### config.mk
export PLATFORM = sky130hd
export DESIGN_NAME = echo_ranger_obstacle_backoff
export DESIGN_NICKNAME = d
export VERILOG_FILES = /design/src/design/erob_pkg.sv /design/src/design/echo_ranger_obstacle_backoff.sv
export SDC_FILE = /design/constraint.sdc
export NUM_CORES = 1
export LEC_CHECK = 0
export ABC_AREA = 1
export BUFFER_PORTS_ARGS = -buffer_cell sky130_fd_sc_hd__buf_2
export CELL_PAD_IN_SITES_DETAIL_PLACEMENT = 1
export CELL_PAD_IN_SITES_GLOBAL_PLACEMENT = 2
export CORE_ASPECT_RATIO = 0.6
export CORE_MARGIN = 2
export CORE_UTILIZATION = 43
export CTS_CLUSTER_SIZE = 14
export DETAILED_ROUTE_END_ITERATION = 8
export GPL_TIMING_DRIVEN = 0
export PLACE_DENSITY_LB_ADDON = 0.05
export SYNTH_ARGS = -nofsm -noshare
export SYNTH_HDL_FRONTEND = slang
export SYNTH_SLANG_ARGS = --single-unit
### constraint.sdc
create_clock -name i_clk -period 14.45 [get_ports i_clk]
set_input_delay 0.7225 -clock i_clk [delete_from_list [all_inputs] [get_ports i_clk]]
set_output_delay 0.7225 -clock i_clk [all_outputs]
set_load 0.005 [all_outputs]
### src/design/erob_pkg.sv
// ----------------------------------------------------------------------------
// erob_pkg: shared definitions for the echo ranger with obstacle back-off
// Field widths, register indexes, item codes and the divide-by-58 constants.
// ----------------------------------------------------------------------------
package erob_pkg;

    // field widths
    localparam int TimeW  = 32;
    localparam int DistW  = 27;
    localparam int LimitW = 16;
    localparam int HalfW  = TimeW - 1;

    // configuration register indexes
    localparam logic REG_NEAR   = 1'b0;
    localparam logic REG_ESCAPE = 1'b1;

    // reset values of the limits
    localparam logic [LimitW-1:0] NEAR_RESET   = 16'd15;
    localparam logic [LimitW-1:0] ESCAPE_RESET = 16'd25;

    // input item kinds (carried on tuser)
    localparam logic OP_TRIGGER = 1'b0;
    localparam logic OP_EDGE    = 1'b1;

    // edges seen since the last trigger
    localparam logic [1:0] EDGES_NONE = 2'd0;
    localparam logic [1:0] EDGES_RISE = 2'd1;
    localparam logic [1:0] EDGES_DONE = 2'd2;

    // span / 58 = (span >> 1) / 29 = ((span >> 1) * RECIP_29) >> RECIP_SHIFT
    // exact for every 31-bit value: ceil(2^36 / 29) has an error term of 5
    localparam int               RECIP_SHIFT = 36;
    localparam logic [TimeW-1:0] RECIP_29    = 32'd2369637129;
    localparam int               ProdW       = HalfW + TimeW;

    // drive command codes
    typedef enum logic [1:0] {
        CMD_NONE = 2'd0,
        CMD_BACK = 2'd1,
        CMD_FWD  = 2'd2
    } t_drive_cmd;

endpackage

### src/design/echo_ranger_obstacle_backoff.sv
// ----------------------------------------------------------------------------
// echo_ranger_obstacle_backoff: ultrasonic echo range with back-off hysteresis
// Turns two captured echo edges into a distance in cm and issues reverse /
// forward commands with a near / escape threshold pair.
// ----------------------------------------------------------------------------
//
//  channel   dir  handshake                    payload (low bit first)
//  s_axis    in   s_axis_tvalid/tready         tdata: capture_time[31:0],
//                                              moving_forward[32], pad to 40
//                                              tuser: opcode
//  m_axis    out  m_axis_tvalid/tready         tdata: distance_cm[26:0],
//                                              distance_new[27],
//                                              drive_command[29:28],
//                                              backing_off[30], pad to 32
//  cfg       in   i_cfg_we (no wait)           i_cfg_index, i_cfg_data
//
//  one request accepted per cycle unless a stalled output fills the stages;
//  its result passes the stage 1, stage 2 and output registers (edge bookkeeping
//  and subtract ahead of stage 1, reciprocal multiply, compare and update)
//  the 31x32 multiplier stands in its own stage
//  synchronous active-low reset clears edge count, back-off state and the last
//  distance and loads the limits with their reset values; no clearing pass
//  a stalled output fills the empty stages first, then drops s_axis_tready
//
module echo_ranger_obstacle_backoff (
    input  logic        i_clk,
    input  logic        i_rst_n,
    // input stream
    input  logic        s_axis_tvalid,
    output logic        s_axis_tready,
    input  logic [39:0] s_axis_tdata,   // capture_time[31:0], moving_forward[32]
    input  logic        s_axis_tuser,   // opcode
    // result stream
    output logic        m_axis_tvalid,
    input  logic        m_axis_tready,
    output logic [31:0] m_axis_tdata,   // distance_cm[26:0], distance_new[27],
                                        // drive_command[29:28], backing_off[30]
    // configuration writes
    input  logic        i_cfg_we,
    input  logic        i_cfg_index,
    input  logic [15:0] i_cfg_data
);

    // configuration
    logic [erob_pkg::LimitW-1:0] r_near_lim;
    logic [erob_pkg::LimitW-1:0] r_escape_lim;

    // first stage state and registers
    logic [1:0]                  r_edge_cnt;
    logic [erob_pkg::TimeW-1:0]  r_rise_time;
    logic                        r_s1_valid;
    logic                        r_s1_meas;
    logic                        r_s1_fwd;
    logic [erob_pkg::HalfW-1:0]  r_s1_half;

    // second stage
    logic                        r_s2_valid;
    logic                        r_s2_meas;
    logic                        r_s2_fwd;
    logic [erob_pkg::DistW-1:0]  r_s2_dist;

    // output stage and back-off state
    logic                        r_out_valid;
    logic                        r_out_new;
    erob_pkg::t_drive_cmd        r_out_cmd;
    logic                        r_retreat;
    logic [erob_pkg::DistW-1:0]  r_last_dist;

    // next values
    logic [1:0]                  n_edge_cnt;
    logic                        n_meas;
    logic                        n_retreat;
    erob_pkg::t_drive_cmd        n_cmd;

    logic                        w_rdy3;
    logic                        w_rdy2;
    logic                        w_rdy1;
    logic                        w_in_acc;
    logic                        w_opcode;
    logic [erob_pkg::TimeW-1:0]  w_stamp;
    logic                        w_fwd;
    logic [erob_pkg::TimeW-1:0]  w_span;
    logic [erob_pkg::ProdW-1:0]  w_prod;
    logic                        w_near_hit;
    logic                        w_escape_hit;

    // pipeline flow control: a stage takes a request when it is empty
    // or its content moves on
    assign w_rdy3        = !r_out_valid || m_axis_tready;
    assign w_rdy2        = !r_s2_valid || w_rdy3;
    assign w_rdy1        = !r_s1_valid || w_rdy2;
    assign s_axis_tready = w_rdy1;
    assign w_in_acc      = s_axis_tvalid && w_rdy1;

    assign w_opcode = s_axis_tuser;
    assign w_stamp  = s_axis_tdata[erob_pkg::TimeW-1:0];
    assign w_fwd    = s_axis_tdata[erob_pkg::TimeW];

    // configuration writes
    always_ff @(posedge i_clk) begin
        if (!i_rst_n) begin
            r_near_lim   <= erob_pkg::NEAR_RESET;
            r_escape_lim <= erob_pkg::ESCAPE_RESET;
        end else if (i_cfg_we) begin
            unique case (i_cfg_index)
                erob_pkg::REG_NEAR:   r_near_lim   <= i_cfg_data;
                erob_pkg::REG_ESCAPE: r_escape_lim <= i_cfg_data;
                default: ;
            endcase
        end
    end

    // edge bookkeeping on the incoming request
    always_comb begin
        n_edge_cnt = r_edge_cnt;
        n_meas     = 1'b0;
        if (w_opcode == erob_pkg::OP_TRIGGER) begin
            n_edge_cnt = erob_pkg::EDGES_NONE;
        end else begin
            unique case (r_edge_cnt)
                erob_pkg::EDGES_NONE: n_edge_cnt = erob_pkg::EDGES_RISE;
                erob_pkg::EDGES_RISE: begin
                    n_edge_cnt = erob_pkg::EDGES_DONE;
                    n_meas     = 1'b1;
                end
                default: ;
            endcase
        end
    end

    // wrapping pulse width
    assign w_span = w_stamp - r_rise_time;

    always_ff @(posedge i_clk) begin
        if (!i_rst_n) begin
            r_edge_cnt  <= erob_pkg::EDGES_NONE;
            r_rise_time <= '0;
            r_s1_valid  <= 1'b0;
        end else begin
            if (w_in_acc) begin
                r_edge_cnt <= n_edge_cnt;
                if (w_opcode == erob_pkg::OP_EDGE && r_edge_cnt == erob_pkg::EDGES_NONE) begin
                    r_rise_time <= w_stamp;
                end
            end
            if (w_rdy1) begin
                r_s1_valid <= s_axis_tvalid;
            end
        end
    end

    always_ff @(posedge i_clk) begin
        if (w_in_acc) begin
            r_s1_meas <= n_meas;
            r_s1_fwd  <= w_fwd;
            r_s1_half <= w_span[erob_pkg::TimeW-1:1];
        end
    end

    // divide by 58 through the reciprocal of 29
    assign w_prod = erob_pkg::ProdW'(r_s1_half) * erob_pkg::ProdW'(erob_pkg::RECIP_29);

    always_ff @(posedge i_clk) begin
        if (!i_rst_n) begin
            r_s2_valid <= 1'b0;
        end else if (w_rdy2) begin
            r_s2_valid <= r_s1_valid;
        end
    end

    always_ff @(posedge i_clk) begin
        if (w_rdy2 && r_s1_valid) begin
            r_s2_meas <= r_s1_meas;
            r_s2_fwd  <= r_s1_fwd;
            r_s2_dist <= w_prod[erob_pkg::RECIP_SHIFT +: erob_pkg::DistW];
        end
    end

    // threshold decision with hysteresis
    assign w_near_hit   = r_s2_dist <= erob_pkg::DistW'(r_near_lim);
    assign w_escape_hit = r_s2_dist > erob_pkg::DistW'(r_escape_lim);

    always_comb begin
        n_cmd     = erob_pkg::CMD_NONE;
        n_retreat = r_retreat;
        if (r_s2_meas && r_s2_fwd) begin
            priority if (w_near_hit) begin
                n_cmd     = erob_pkg::CMD_BACK;
                n_retreat = 1'b1;
            end else if (w_escape_hit && r_retreat) begin
                n_cmd     = erob_pkg::CMD_FWD;
                n_retreat = 1'b0;
            end else begin
                n_cmd     = erob_pkg::CMD_NONE;
            end
        end
    end

    // output register and measurement state
    always_ff @(posedge i_clk) begin
        if (!i_rst_n) begin
            r_out_valid <= 1'b0;
            r_retreat   <= 1'b0;
            r_last_dist <= '0;
        end else if (w_rdy3) begin
            r_out_valid <= r_s2_valid;
            if (r_s2_valid) begin
                r_retreat <= n_retreat;
                if (r_s2_meas) begin
                    r_last_dist <= r_s2_dist;
                end
            end
        end
    end

    always_ff @(posedge i_clk) begin
        if (w_rdy3 && r_s2_valid) begin
            r_out_new <= r_s2_meas;
            r_out_cmd <= n_cmd;
        end
    end

    assign m_axis_tvalid = r_out_valid;
    assign m_axis_tdata  = {1'b0, r_retreat, r_out_cmd, r_out_new, r_last_dist};

    // ------------------------------------------------------------------------
    // assertions
    // ------------------------------------------------------------------------

    // a reverse command always leaves the block backing off
    a_back_sets_retreat: assert property (@(posedge i_clk) disable iff (!i_rst_n)
        (r_out_valid && r_out_cmd == erob_pkg::CMD_BACK) |-> r_retreat)
        else $error("reverse command without back-off state");

    // a forward command always ends backing off
    a_fwd_clears_retreat: assert property (@(posedge i_clk) disable iff (!i_rst_n)
        (r_out_valid && r_out_cmd == erob_pkg::CMD_FWD) |-> !r_retreat)
        else $error("forward command while still backing off");

    // commands only come with a fresh measurement
    a_cmd_needs_meas: assert property (@(posedge i_clk) disable iff (!i_rst_n)
        (r_out_valid && r_out_cmd != erob_pkg::CMD_NONE) |-> r_out_new)
        else $error("drive command without a completed measurement");

    // the edge counter holds at two until a trigger request
    a_edge_saturates: assert property (@(posedge i_clk) disable iff (!i_rst_n)
        (r_edge_cnt == erob_pkg::EDGES_DONE
         && !(w_in_acc && w_opcode == erob_pkg::OP_TRIGGER))
        |=> r_edge_cnt == erob_pkg::EDGES_DONE)
        else $error("edge counter left saturation without a trigger");

    // back-off state only moves when a request enters the output stage
    a_retreat_stable: assert property (@(posedge i_clk) disable iff (!i_rst_n)
        !(w_rdy3 && r_s2_valid) |=> $stable(r_retreat))
        else $error("back-off state changed without a request");

endmodule
# Word level (Yosys, flattened, before mapping)
# Index checks and enable logic that the tools add are counted.
classes:
  bitwise: 2
  magnitude_cmp: 2
  muxes: 7
  add_sub_neg: 1
  div_mod_pow: 0
  mul: 1
  n_reduce_logical: 21
  n_shift: 0
  eq_ne: 2
op_table:
  columns: ["op", "count"]
  rows:
  - ["$mul 31x32->63 const B", 1]
  - ["$sub 32x32->32", 1]
  - ["$gt 27x16->1", 1]
  - ["$le 27x16->1", 1]
  - ["$reduce_and 2->1", 4]
  - ["$logic_and 1x1->1", 6]
  - ["$mux 1", 4]
  - ["$mux 2", 2]
  - ["$pmux 2 s2", 1]
  - ["$reduce_and 4->1", 1]
  - ["$logic_not 1->1", 3]
  - ["$logic_or 1x1->1", 3]
  - ["$ne 3x1->1 const B", 1]
  - ["$reduce_and 3->1", 1]
  - ["$eq 2x1->1 const B", 1]
  - ["$logic_not 2->1", 1]
  - ["$not 1->1", 2]
  - ["$reduce_bool 2->1", 1]
  - ["$reduce_or 2->1", 1]
totals:
  latch_bits: 0
  mem_bits_ro: 0
  memories: 0
  mem_bits_rw: 0
  register_bits: 162
  input_bits: 63

# Longest topological paths before layout
# Gate-level depths: netlist of run 1.
depth:
  ltp_word: 6
  mapped_depth: 29
  ltp_nobuf: 29

# Worst setup path after synthesis of run 1
# OpenSTA, ideal clock, no wires.
synth_timing:
  kind: "register to register"
  start: "register r_s1_half[4] (netlist bit)"
  end: "register r_s2_dist[2] (netlist bit), data pin"
  arrival_ns: 6.083
  path_slack_ns: 8.106
  t_required_ns: 14.189
  period_less_slack_ns: 6.344
  stages_incl_launch_ff: 27
  path_cell_list: "edfxtp_1 -> fa_1 -> inv_1 -> fa_1 -> inv_1 -> fa_1 -> inv_1 -> fa_1 -> inv_1 -> fa_1 -> inv_1 -> fa_1 -> inv_1 -> fa_1 -> inv_1 -> fa_1 -> inv_1 -> ha_1 -> nand2_1 -> inv_1 -> nand2_1 -> nand2_1 -> a21oi_1 -> nor2_1 -> nor2_1 -> nand3_1 -> xor2_1"
synth_between:
  elab_chain_len: 1
synth_rtl:
  columns: ["element", "line", "text"]
  rows:
  - ["from (decl)", "echo_ranger_obstacle_backoff.sv:54", "logic [erob_pkg::HalfW-1:0] r_s1_half;"]
  - ["from (signal assigned)", "echo_ranger_obstacle_backoff.sv:156", "r_s1_half <= w_span[erob_pkg::TimeW-1:1];"]
  - ["$mul 31x32->63", "echo_ranger_obstacle_backoff.sv:161", "assign w_prod = erob_pkg::ProdW'(r_s1_half) * erob_pkg::ProdW'(erob_pkg::RECIP_29);"]
  - ["net w_prod, one bit", "echo_ranger_obstacle_backoff.sv:83", "logic [erob_pkg::ProdW-1:0] w_prod;"]
  - ["to (signal assigned)", "echo_ranger_obstacle_backoff.sv:175", "r_s2_dist <= w_prod[erob_pkg::RECIP_SHIFT +: erob_pkg::DistW];"]
  - ["to (decl)", "echo_ranger_obstacle_backoff.sv:60", "logic [erob_pkg::DistW-1:0] r_s2_dist;"]
# The timed path passes the listed nets, and every way through them passes these cells.
# A chain may end at the register's enable or synchronous reset.

# Worst setup path after layout of run 1
layout_timing:
  start: "register r_s1_half[10] (netlist bit)"
  end: "register r_s2_dist[1] (netlist bit), data pin"
# Same word-level chain as after synthesis.

==> results of run 1 <==
how the worst min path moves through the flow:
stage	from	endpoint	slack [ns]
after floorplan	r_s1_fwd$_DFFE_PP_	r_s2_fwd$_DFFE_PP_	0.40
after global placement	r_s1_fwd$_DFFE_PP_	r_s2_fwd$_DFFE_PP_	0.40
after detailed placement	r_s1_fwd$_DFFE_PP_	r_s2_fwd$_DFFE_PP_	0.41
after CTS	s_axis_tdata[32]	r_s1_fwd$_DFFE_PP_	0.40
after global routing	s_axis_tdata[32]	r_s1_fwd$_DFFE_PP_	0.39
final	s_axis_tdata[32]	r_s1_fwd$_DFFE_PP_	0.41
registers in the layout, indices dropped and copies added (netlist names):
name,count
r_s2_fwd,1
m_axis_tvalid,1
r_escape_lim,16
r_s1_fwd,1
r_s1_meas,1
r_s2_meas,1
r_last_dist,27
r_near_lim,16
r_edge_cnt,2
r_out_new,1
r_rise_time,32
r_s2_dist,27
r_retreat,1
r_s1_valid,1
r_out_cmd,2
r_s1_half,31
r_s2_valid,1
synth_stat cells (2+ instances only):
cell type / instances
or2_2: 4
o21ai_1: 5
edfxtp_1: 65
dfxtp_1: 97
nor2_2: 21
nand2_1: 578
ha_1: 434
nor4_1: 5
nand3b_1: 5
a21o_1: 7
o21ai_0: 120
nor3_1: 17
xor2_1: 18
a21oi_1: 179
buf_2: 6
nor2_4: 4
o21bai_1: 21
nand2_2: 11
fa_1: 355
xnor2_1: 3
a31oi_1: 2
nand4_1: 21
o211ai_1: 5
a21boi_1: 2
nand3_1: 90
a21oi_2: 2
clkbuf_1: 16
o21ai_2: 3
and3_1: 3
nor3_2: 11
nor2_1: 171
inv_2: 13
inv_1: 867
buf_4: 6
and2_1: 3
layout make-up:
type / instances / share of cell area
Multi-Input combinational cell: 2107 / 0.6618
Sequential cell: 162 / 0.1387
Tap cell: 781 / 0.03481
Inverter: 881 / 0.1178
Timing Repair Buffer: 87 / 0.01551
Buffer: 28 / 0.004813
Clock buffer: 28 / 0.02304
Clock inverter: 4 / 0.003387
Antenna cell: 2 / 0.0001783
per-layer routing:
layer | up-vias | track usage
li1 | 9945 | -
met3 | 68 | 0.09526
met5 | - | 0.01609
met4 | 2 | 0.03358
met2 | 505 | 0.4055
met1 | 10560 | 0.4661
cells by family (layout without fill, tap and decap cells):
logic type,after synthesis,in the layout,synth area share
compound gates,349,349,0.07194
xor+xnor,21,21,0.007097
fa+ha+maj,789,789,0.4838
buf+inv,909,1028,0.1328
flops,162,162,0.1503
other cells,1,3,0.0001447
simple gates,947,947,0.1540
critical path: cells and delay by family, from the launching register on:
kind            cells  cell delay [ns]
buf+inv             6             0.40
compound gates      2             0.32
flops               1             1.05
simple gates        5             0.92
fa+ha+maj           9             4.72
through the flow:
step | instance area, um2 | utilization | instances | setup WS (ns)
detailed placement | 27330 | 0.4601 | 4046 | 6.816
floorplan | 25910 | - | 3178 | 8.106
global route | 28070 | 0.4726 | 4078 | 6.289
global placement | 27330 | 0.4601 | 4046 | 6.870
finish | 28070 | 0.4727 | 4080 | 6.710
CTS | 28070 | 0.4726 | 4078 | 6.782
==> metrics.csv, run 1 <==
stage;metric;value;unit
critical_path;cp_slowest_cell;edfxtp_1;
critical_path;worstPathCellList;fa_1 > fa_1 > inv_1 > fa_1 > inv_1 > fa_1 > fa_1 > inv_1 > fa_1 > inv_1 > fa_1 > inv_1 > fa_1 > inv_1 > ha_1 > nand2_1 > nor2_1 > nand2_1 > o21bai_1 > a21oi_1 > nand2_1 > nand2_1;
clock_tree;cts_buffer_depth;3;
sta;finalCritPeriodShare;0.5357;
logic_synthesis;syn_area_per_cell;8.154;um2
final_layout;final_layout_size_suffix_gt1_frac;0.06036;
sta;relSlewSlack;0.2128;
clock_tree;clk_latency;0.49;ns
drt;drtIter0Drc;1260;
logic_synthesis;synthTopCellsByArea;fa_1 27%, ha_1 21%, inv_1 13%;
critical_path;cp-end-kind;register;
logic_synthesis;yosysUniqueCellTypes;43;
floorplanning;ioPinCount;97;
clock_tree;numCtsBuffers;25;
critical_path;crit_start;r_s1_half[10]$_DFFE_PP_;
run_status;status;finished clean;
final_layout;seq_area;3894;um2
critical_path;critPathCapture;r_s2_dist[1]$_DFFE_PP_;
sta;finalWorstPathRequiredPeriod;7.740;ns
drt;wl_met3;8.152;mm
logic_synthesis;post_synth_inst_count;3178;
sta;finalHoldViolCount;0;
placed_design;hpwl;80.17;mm
logic_synthesis;yosys.area.top_type;fa_1;
global_routing;grt_antenna_before_repair;0;
floorplanning;fp.dieW;320.9;um
critical_path;worst_path_most_repeated_cell;fa_1;
final_layout;n_fill_cell;7237;
sta;fmax;129.2;MHz
drt;met1_length;46.60;mm
critical_path;crit_required;14.63;ns
drt;drc_errors;0;
logic_synthesis;synth_edf_count;65;
critical_path;timing.rr.end;r_s2_dist[1]$_DFFE_PP_;
sta;fin_setup_tns;0;ns
logic_synthesis;synthArstFlopShare;0;
critical_path;r2r_setup_slack;6.71;ns
critical_path;rr_startpoint;r_s1_half[10]$_DFFE_PP_;
global_routing;gr-total-overflow;0;
sta;setup_viol;0;
logic_synthesis;ys_seq_area_frac;0.1503;
drt;ant_nets;0;
clock_tree;hold_buffers;0;
drt;wl_met2;34.65;mm
global_routing;first_global_vias;22570;
sta;hold_ws;0.4130;ns
drt;wl_per_cell;22.19;um
logic_synthesis;syn-cell-area;25910;um2
drt;viasPerCell;5.168;
clock_tree;numClockSinks;162;
critical_path;crit_arrival;7.92;ns
sta;rsz0062_at_grt;false;
final_layout;nNetsFinal;4144;
global_routing;grt_max_degree;38;
floorplanning;initial_utilization;0.4363;
sta;final_max_slew_viol_count;0;
global_routing;grt_pass1_wl;138.4;mm
clock_tree;postCtsSetupRepairBufs;0;
final_layout;multi_input_area;18580;um2
floorplanning;coreArea;59400;um2
drt;vias;21080;
sta;timing.clock.skew;0.02099;ns
placed_design;port_buffers;87;
sta;worstMarginPinSlew;1.179;ns
worst_hold_path;min_path_cells;1;
critical_path;timing_worst_setup_path_type;reg -> reg;
drt;drt_first_pass_iters;7;
clock_tree;clockRootBuffer;clkbuf_16;
final_layout;most-common-layout-cells;867 x inv_1, 578 x nand2_1, 434 x ha_1;
clock_tree;cts_tree;yes;
logic_synthesis;synth_fp_nets;4030;
clock_tree;post_cts_resized;0;
placed_design;gp_congestion;0.9691;
critical_path;rr_worst_depth;22;
logic_synthesis;synth_ff_type;dfxtp_1;
floorplanning;core.rowCount;69;
critical_path;cp-start-kind;register;
logic_synthesis;ys_ff_latch;162;
clock_tree;cts.htree.levels;4;
final_layout;layout_commonest_cell;inv_1;
final_layout;area_growth;8.333;%
worst_hold_path;hp-class;in -> reg;
flow_run;cap_viol_max_count;0;
drt;wl;90.52;mm
clock_tree;clk_pin_slew_worst_paths;0.06;ns
drt;routed.top_layer;met5;
global_routing;grt_util_all_layers;0.2986;
critical_path;slowest_delay;1.05;ns
critical_path;crit_fanout;9;
logic_synthesis;synth_top_area_share;0.2742;
floorplanning;dieArea;62310;um2
logic_synthesis;yosys_warnings;0;
floorplanning;die_h;194.2;um
Power of run 1 is not shown: default switching activity piles up to over one toggle a cycle in this logic, so the estimate is an artifact.
==> run 2: changes to the inputs <==
CORE_UTILIZATION = 36   (was 43)
clock period = 6.9 ns   (was 14.45 ns; I/O delays follow)
==> run 2 against run 1 <==
Die area increased by 19%. Clock-buffer cell count shrank 2. Maximum frequency grew 15%. Global-route usage shrank 3.8 points. Wire length grew 4.2%. First-iteration DRC count grew 6.3%. Flip-flop and latch count did not move. Non-clock buffer count rose by 76. Register-to-register slack got worse by 6.6 ns. Critical endpoint is now r_s2_dist[11]$_DFFE_PP_.
==> metrics.csv, run 2 (same netlist as run 1, synthesis figures left out) <==
stage;metric;value;unit;change
run_status;status;finished clean;;
sta;finalWorstPathRequiredPeriod;6.744;ns;-0.9965 ns
clock_tree;clk_latency;0.50;ns;about the same
critical_path;rr_worst_depth;24;;+9.1%
critical_path;slowest_delay;0.65;ns;-0.40 ns
clock_tree;clockRootBuffer;clkbuf_16;;
critical_path;cp-end-kind;register;;
sta;final_max_slew_viol_count;0;;unchanged
final_layout;seq_area;3894;um2;unchanged
global_routing;first_global_vias;22530;;-0.19%
floorplanning;coreArea;71510;um2;+20%
sta;finalHoldViolCount;0;;unchanged
placed_design;gp_congestion;0.9314;;-3.9%
drt;viasPerCell;4.867;;-5.8%
drt;ant_nets;0;;unchanged
sta;worstMarginPinSlew;1.214;ns;+0.03481 ns
global_routing;grt_util_all_layers;0.2607;;-0.03783
floorplanning;fp.dieW;350.4;um;+9.2%
critical_path;worst_path_most_repeated_cell;inv_1;;
critical_path;worst-path-stages;24;;+9.1%
drt;wl_met2;35.82;mm;+3.4%
final_layout;final_layout_size_suffix_gt1_frac;0.1177;;+0.05731
drt;met1_length;52.11;mm;+12%
floorplanning;initial_utilization;0.3624;;-0.07390
placed_design;dpl_cell_area;27570;um2;+0.89%
final_layout;nNetsFinal;4220;;+1.8%
clock_tree;cts.htree.levels;4;;unchanged
final_layout;area_growth;13.88;%;
drt;routed.top_layer;met4;;
critical_path;timing_worst_setup_path_type;reg -> reg;;
final_layout;layout_commonest_cell;inv_1;;
drt;drt_first_pass_iters;5;;-2
clock_tree;numCtsBuffers;25;;unchanged
floorplanning;die_h;211.8;um;+9.1%
drt;drc_errors;0;;unchanged
critical_path;cp_top_family;adder cells;;
clock_tree;cts_buffer_depth;3;;unchanged
sta;rsz0062_at_grt;true;;
sta;setup_viol;0;;unchanged
critical_path;crit_buf_inv;7;;+1
global_routing;gr-total-overflow;0;;unchanged
clock_tree;hold_buffers;0;;unchanged
global_routing;grt_pass1_wl;142.1;mm;+2.6%
final_layout;largest_reg_flops;32;;unchanged
floorplanning;core.rowCount;76;;+10%
sta;relSlewSlack;0.1896;;-0.02323
final_layout;regMostFlops;r_rise_time;;
placed_design;port_buffers;87;;unchanged
critical_path;cp-start-kind;register;;
critical_path;crit_required;7.14;ns;-7.49 ns
critical_path;crit_arrival;6.98;ns;-0.94 ns
floorplanning;ioPinCount;97;;unchanged
floorplanning;dieArea;74220;um2;+19%
drt;wl_per_cell;21.68;um;-2.3%
final_layout;reg.largest.list;r_rise_time: 32 flops, r_s1_half: 31 flops;;
flow_run;cap_viol_max_count;0;;unchanged
drt;drtIter0Drc;1339;;+6.3%
sta;timing.clock.skew;0.02968;ns;+0.008688 ns
clock_tree;clk_pin_slew_worst_paths;0.08;ns;+0.02 ns
clock_tree;numClockSinks;162;;unchanged
final_layout;multi_input_area;19200;um2;+3.3%
drt;wl_met3;5.966;mm;-27%
sta;fmax;148.3;MHz;+15%
drt;wl;94.33;mm;+4.2%
final_layout;n_fill_cell;8617;;+19%
drt;vias;21170;;+0.41%
critical_path;worstPathCellList;buf_4 > ha_4 > inv_1 > fa_1 > inv_1 > fa_1 > inv_1 > fa_1 > fa_1 > inv_1 > fa_1 > fa_2 > inv_1 > ha_1 > ha_1 > nand2_2 > nor2_2 > inv_1 > nor2_2 > nand2_1 > nor2_1 > nand3_1 > nand4_1 > nand2_1;;
global_routing;grt_max_degree;38;;unchanged
final_layout;most-common-layout-cells;859 x inv_1, 543 x nand2_1, 411 x ha_1;;
critical_path;crit_fanout;6;;-3
global_routing;grt_antenna_before_repair;1;;+1
worst_hold_path;hp-class;in -> reg;;
final_layout;postLayoutCellArea;29510;um2;+5.1%
sta;finalCritPeriodShare;0.9774;;+0.4417
clock_tree;cts_tree;yes;;
worst_hold_path;min_path_cells;1;;unchanged
critical_path;cp_slowest_cell;fa_2;;
placed_design;hpwl;82.30;mm;+2.7%
-- run 2: what timing repair did --
action	CTS	global route
resized for setup	46	119
setup buffers	64	12
pin swaps	4	23
endpoints found under the setup margin	27	27
-- run 2: routing by layer --
metal / global-route usage / vias up
met5: 0 / -
met4: 0.01732 / 0
met3: 0.04885 / 35
met2: 0.3553 / 419
met1: 0.4310 / 10630
li1: - / 10090
-- run 2: worst paths after layout --
| check | start | end | slack [ns] |
|---|---|---|---|
| min reg2reg | r_s1_fwd$_DFFE_PP_ | r_s2_fwd$_DFFE_PP_ | 0.42 |
| min | s_axis_tdata[32] | r_s1_fwd$_DFFE_PP_ | 0.04 |
| max | r_s1_half[12]$_DFFE_PP_ | r_s2_dist[11]$_DFFE_PP_ | 0.16 |
| max reg2reg | r_s1_half[12]$_DFFE_PP_ | r_s2_dist[11]$_DFFE_PP_ | 0.16 |
-- run 2: cell type report --
cell class,instances,share of cell area
buffer,28,0.004579
inverter,881,0.1123
clock inverter,7,0.001230
timing repair buffer,163,0.03634
clock buffer,26,0.02167
sequential,162,0.1319
multi-input combinational,2107,0.6505
antenna,1,0.00008480
tap,975,0.04134
-- run 2: through the flow --
stage,TNS [ns],worst slack (ns),hold slack (ns),utilization,std cells
floorplan,0,0.5565,0.4003,-,3178
global placement,-16.72,-0.8489,0.4070,0.3856,4240
detailed placement,-17.84,-0.8728,0.4063,0.3856,4240
CTS,-0.04151,-0.02769,0.02544,0.4049,4337
global route,-0.2929,-0.05527,0.02794,0.4127,4349
finish,0,0.1563,0.04478,0.4127,4350
Power of run 2 is left out for the same reason.
==> run 3: changes to the inputs <==
ABC_AREA = default   (was 1)
CORE_UTILIZATION = 38   (was 36)
==> run 3 against run 2 <==
The run now ends with setup timing left. Maximum frequency down 12%. Clock skew down 0.012 ns. Die area down 14%. Utilization up 3.2 points. Synthesized cell count down 25%. Worst hold slack better by 0.072 ns. Area after synthesis down 9.1%. Clock-buffer cell count down 9. Register-to-register slack worse by 0.92 ns. Critical path type unchanged. Critical path depth down 4. Via count down 18%.
==> metrics.csv, run 3 <==
stage;metric;value;unit;change
run_status;status;finished with violations;;
run_status;violations;setup timing;;
clock_tree;cts_buffer_depth;2;;-1
worst_hold_path;hp-class;in -> reg;;
placed_design;dpl_cell_area;25130;um2;-8.8%
critical_path;cp-end-kind;register;;
logic_synthesis;syn_area_per_cell;9.817;um2;+20%
critical_path;worst_path_most_repeated_cell;fa_1;;
critical_path;cp_top_family;adder cells;;
clock_tree;numClockSinks;162;;unchanged
sta;fin_ws;-0.7641;ns;-0.9203 ns
drt;wl_met3;7.765;mm;+30%
logic_synthesis;yosys.area.top_type;fa_1;;
critical_path;crit_fanout;6;;unchanged
final_layout;reg.largest.list;r_rise_time: 32 flops, r_s1_half: 31 flops;;
logic_synthesis;yosysUniqueCellTypes;63;;+47%
logic_synthesis;syn-cell-area;23550;um2;-9.1%
logic_synthesis;synth_edf_count;65;;unchanged
final_layout;largest_reg_flops;32;;unchanged
logic_synthesis;ys_ff_latch;162;;unchanged
floorplanning;fp.dieW;325.4;um;-7.1%
critical_path;worstPathCellList;fa_1 > inv_1 > fa_1 > fa_1 > fa_1 > fa_1 > inv_1 > fa_1 > fa_2 > ha_1 > ha_1 > nand4_4 > nor3_2 > nand4_1 > and4_1 > o32a_4 > a31oi_4 > a31o_4 > a41oi_2 > xnor2_1;;
worst_hold_path;hp-start;s_axis_tvalid;;
sta;relSlewSlack;0.2099;;+0.02032
drt;wl_per_cell;22.49;um;+3.7%
sta;fin_setup_tns;-12.12;ns;-12.12 ns
critical_path;crit_required;7.13;ns;about the same
critical_path;crit_arrival;7.90;ns;+0.92 ns
critical_path;rr_startpoint;r_s1_half[13]$_DFFE_PP_;;
drt;vias;17330;;-18%
logic_synthesis;synthArstFlopShare;0;;unchanged
final_layout;postLayoutCellArea;27210;um2;-7.8%
final_layout;n_fill_cell;6999;;-19%
critical_path;cp-start-kind;register;;
logic_synthesis;synth_most_common_cell;inv_1;;
clock_tree;cts_tree;yes;;
critical_path;timing_worst_setup_path_type;reg -> reg;;
sta;final_max_slew_viol_count;0;;unchanged
sta;finalHoldViolCount;0;;unchanged
global_routing;gr-total-overflow;0;;unchanged
drt;wl_met2;27.38;mm;-24%
placed_design;port_buffers;87;;unchanged
floorplanning;ioPinCount;97;;unchanged
logic_synthesis;synth_top_area_share;0.3018;;+0.02754
floorplanning;coreArea;61130;um2;-15%
logic_synthesis;ys_seq_area_frac;0.1653;;+0.01509
floorplanning;core.rowCount;70;;-7.9%
flow_run;cap_viol_max_count;0;;unchanged
floorplanning;initial_utilization;0.3852;;+0.02282
final_layout;layout_commonest_cell;inv_1;;
clock_tree;numCtsBuffers;17;;-32%
logic_synthesis;synth_fp_nets;3251;;-19%
logic_synthesis;synthTopCellsByArea;fa_1 30%, ha_1 23%, inv_1 10%;;
floorplanning;die_h;196.8;um;-7.1%
final_layout;area_growth;15.53;%;
placed_design;hpwl;65.38;mm;-21%
logic_synthesis;synth_ff_type;dfxtp_1;;
critical_path;crit_buf_inv;2;;-5
critical_path;crit_start;r_s1_half[13]$_DFFE_PP_;;
sta;finalWorstPathRequiredPeriod;7.664;ns;+0.9203 ns
global_routing;grt_util_all_layers;0.2502;;-0.01048
floorplanning;dieArea;64050;um2;-14%
logic_synthesis;synthTopCellsByCount;637 x inv_1, 434 x ha_1, 355 x fa_1, 215 x nand2_1, 97 x dfxtp_1;;
logic_synthesis;post_synth_inst_count;2399;;-25%
critical_path;slowest_delay;0.65;ns;about the same
drt;met1_length;41.97;mm;-19%
global_routing;grt_antenna_before_repair;5;;+4
critical_path;cp_slowest_cell;fa_1;;
final_layout;nNetsFinal;3473;;-18%
final_layout;final_layout_size_suffix_gt1_frac;0.1336;;+0.01597
sta;finalCritPeriodShare;1.111;;+0.1334
sta;timing.clock.skew;0.01755;ns;-0.01213 ns
drt;wl;77.97;mm;-17%
clock_tree;clk_pin_slew_worst_paths;0.08;ns;about the same
clock_tree;clockRootBuffer;clkbuf_16;;
drt;ant_nets;0;;unchanged
drt;drc_errors;0;;unchanged
sta;setup_viol;24;;+24
logic_synthesis;yosys_warnings;0;;unchanged
global_routing;grt_pass1_wl;117.7;mm;-17%
sta;worstMarginPinSlew;1.185;ns;-0.02914 ns
drt;viasPerCell;5.000;;+2.7%
clock_tree;cts.htree.levels;4;;unchanged
clock_tree;clk_latency;0.48;ns;-0.02 ns
final_layout;most-common-layout-cells;619 x inv_1, 410 x ha_1, 335 x fa_1;;
sta;rsz0062_at_grt;true;;
drt;routed.top_layer;met5;;
global_routing;first_global_vias;18730;;-17%
drt;drtIter0Drc;1128;;-16%
drt;drt_first_pass_iters;5;;unchanged
sta;fmax;130.5;MHz;-12%
global_routing;grt_max_degree;34;;-11%
placed_design;gp_congestion;0.9329;;+0.16%
final_layout;regMostFlops;r_rise_time;;
[run 3: changes by cell type after synthesis, sizes merged, moves of 16 or more]
cell | before | now
o21ai | 128 | 36
nor2 | 196 | 21
xnor2 | 3 | 33
nand2 | 590 | 215
nand3 | 90 | 26
a21oi | 181 | 79
inv | 880 | 637
nor2b | 0 | 16
a21o | 7 | 51
a21boi | 3 | 88
clkbuf | 16 | 37
[run 3: final timing paths]
path	end	slack (ns)	depth (start not counted)
max	r_s2_dist[24]$_DFFE_PP_	-0.76	20
min	r_s1_valid$_SDFFE_PN0N_	0.12	3
max reg2reg	r_s2_dist[24]$_DFFE_PP_	-0.76	20
min reg2reg	r_s2_meas$_DFFE_PP_	0.43	0
[run 3: logic make-up after synthesis]
logic type / share of synthesized area
AO/OA/AOI/OAI: 0.1028
XOR/XNOR: 0.02008
flip-flops: 0.1653
AND/OR/NAND/NOR: 0.07045
other: 0.0001592
buffers and inverters: 0.1088
adder cells (fa/ha/maj): 0.5324
[run 3: routing by layer]
metal,GRT usage,vias to the layer above
met2,0.3142,454
met4,0.03465,2
met1,0.4057,8734
li1,-,8107
met5,0.01574,-
met3,0.08384,34
[run 3: per-stage QoR]
stage,setup WS [ns],util,cells,hold slack (ns)
2_1_floorplan,-0.05796,-,2399,0.4003
3_3_place_gp,-2.016,0.4106,3314,0.4137
3_5_place_dp,-2.056,0.4111,3315,0.4119
4_1_cts,-0.7235,0.4386,3441,0.07551
5_1_grt,-0.9462,0.4449,3462,0.1085
6_report,-0.7641,0.4450,3466,0.1171
[run 3: timing repair]
| action | 4_1_cts | 5_1_grt |
|---|---|---|
| hold endpoints to repair | 1 | 0 |
| gates resized for setup | 81 | 52 |
| setup buffers | 93 | 22 |
| pin swaps | 57 | 44 |
| hold buffers | 1 | 0 |
| endpoints found under the setup margin | 27 | 27 |
[run 3: layout make-up]
cell class	instances	area (um2)	share of cell area
Antenna cell	4	10.01	0.0003679
Buffer	42	180.2	0.006622
Clock buffer	17	425.4	0.01564
Clock inverter	15	197.7	0.007266
Inverter	637	2394	0.08797
Multi-Input combinational cell	1558	17660	0.6491
Sequential cell	162	3894	0.1431
Tap cell	828	1036	0.03808
Timing Repair Buffer	203	1411	0.05187
[run 3: worst min-delay path: stages]
cell	delay, ns
buf_2	0.10
inv_1	0.04
a21boi_0	0.06
Power of run 3 is left out for the same reason.
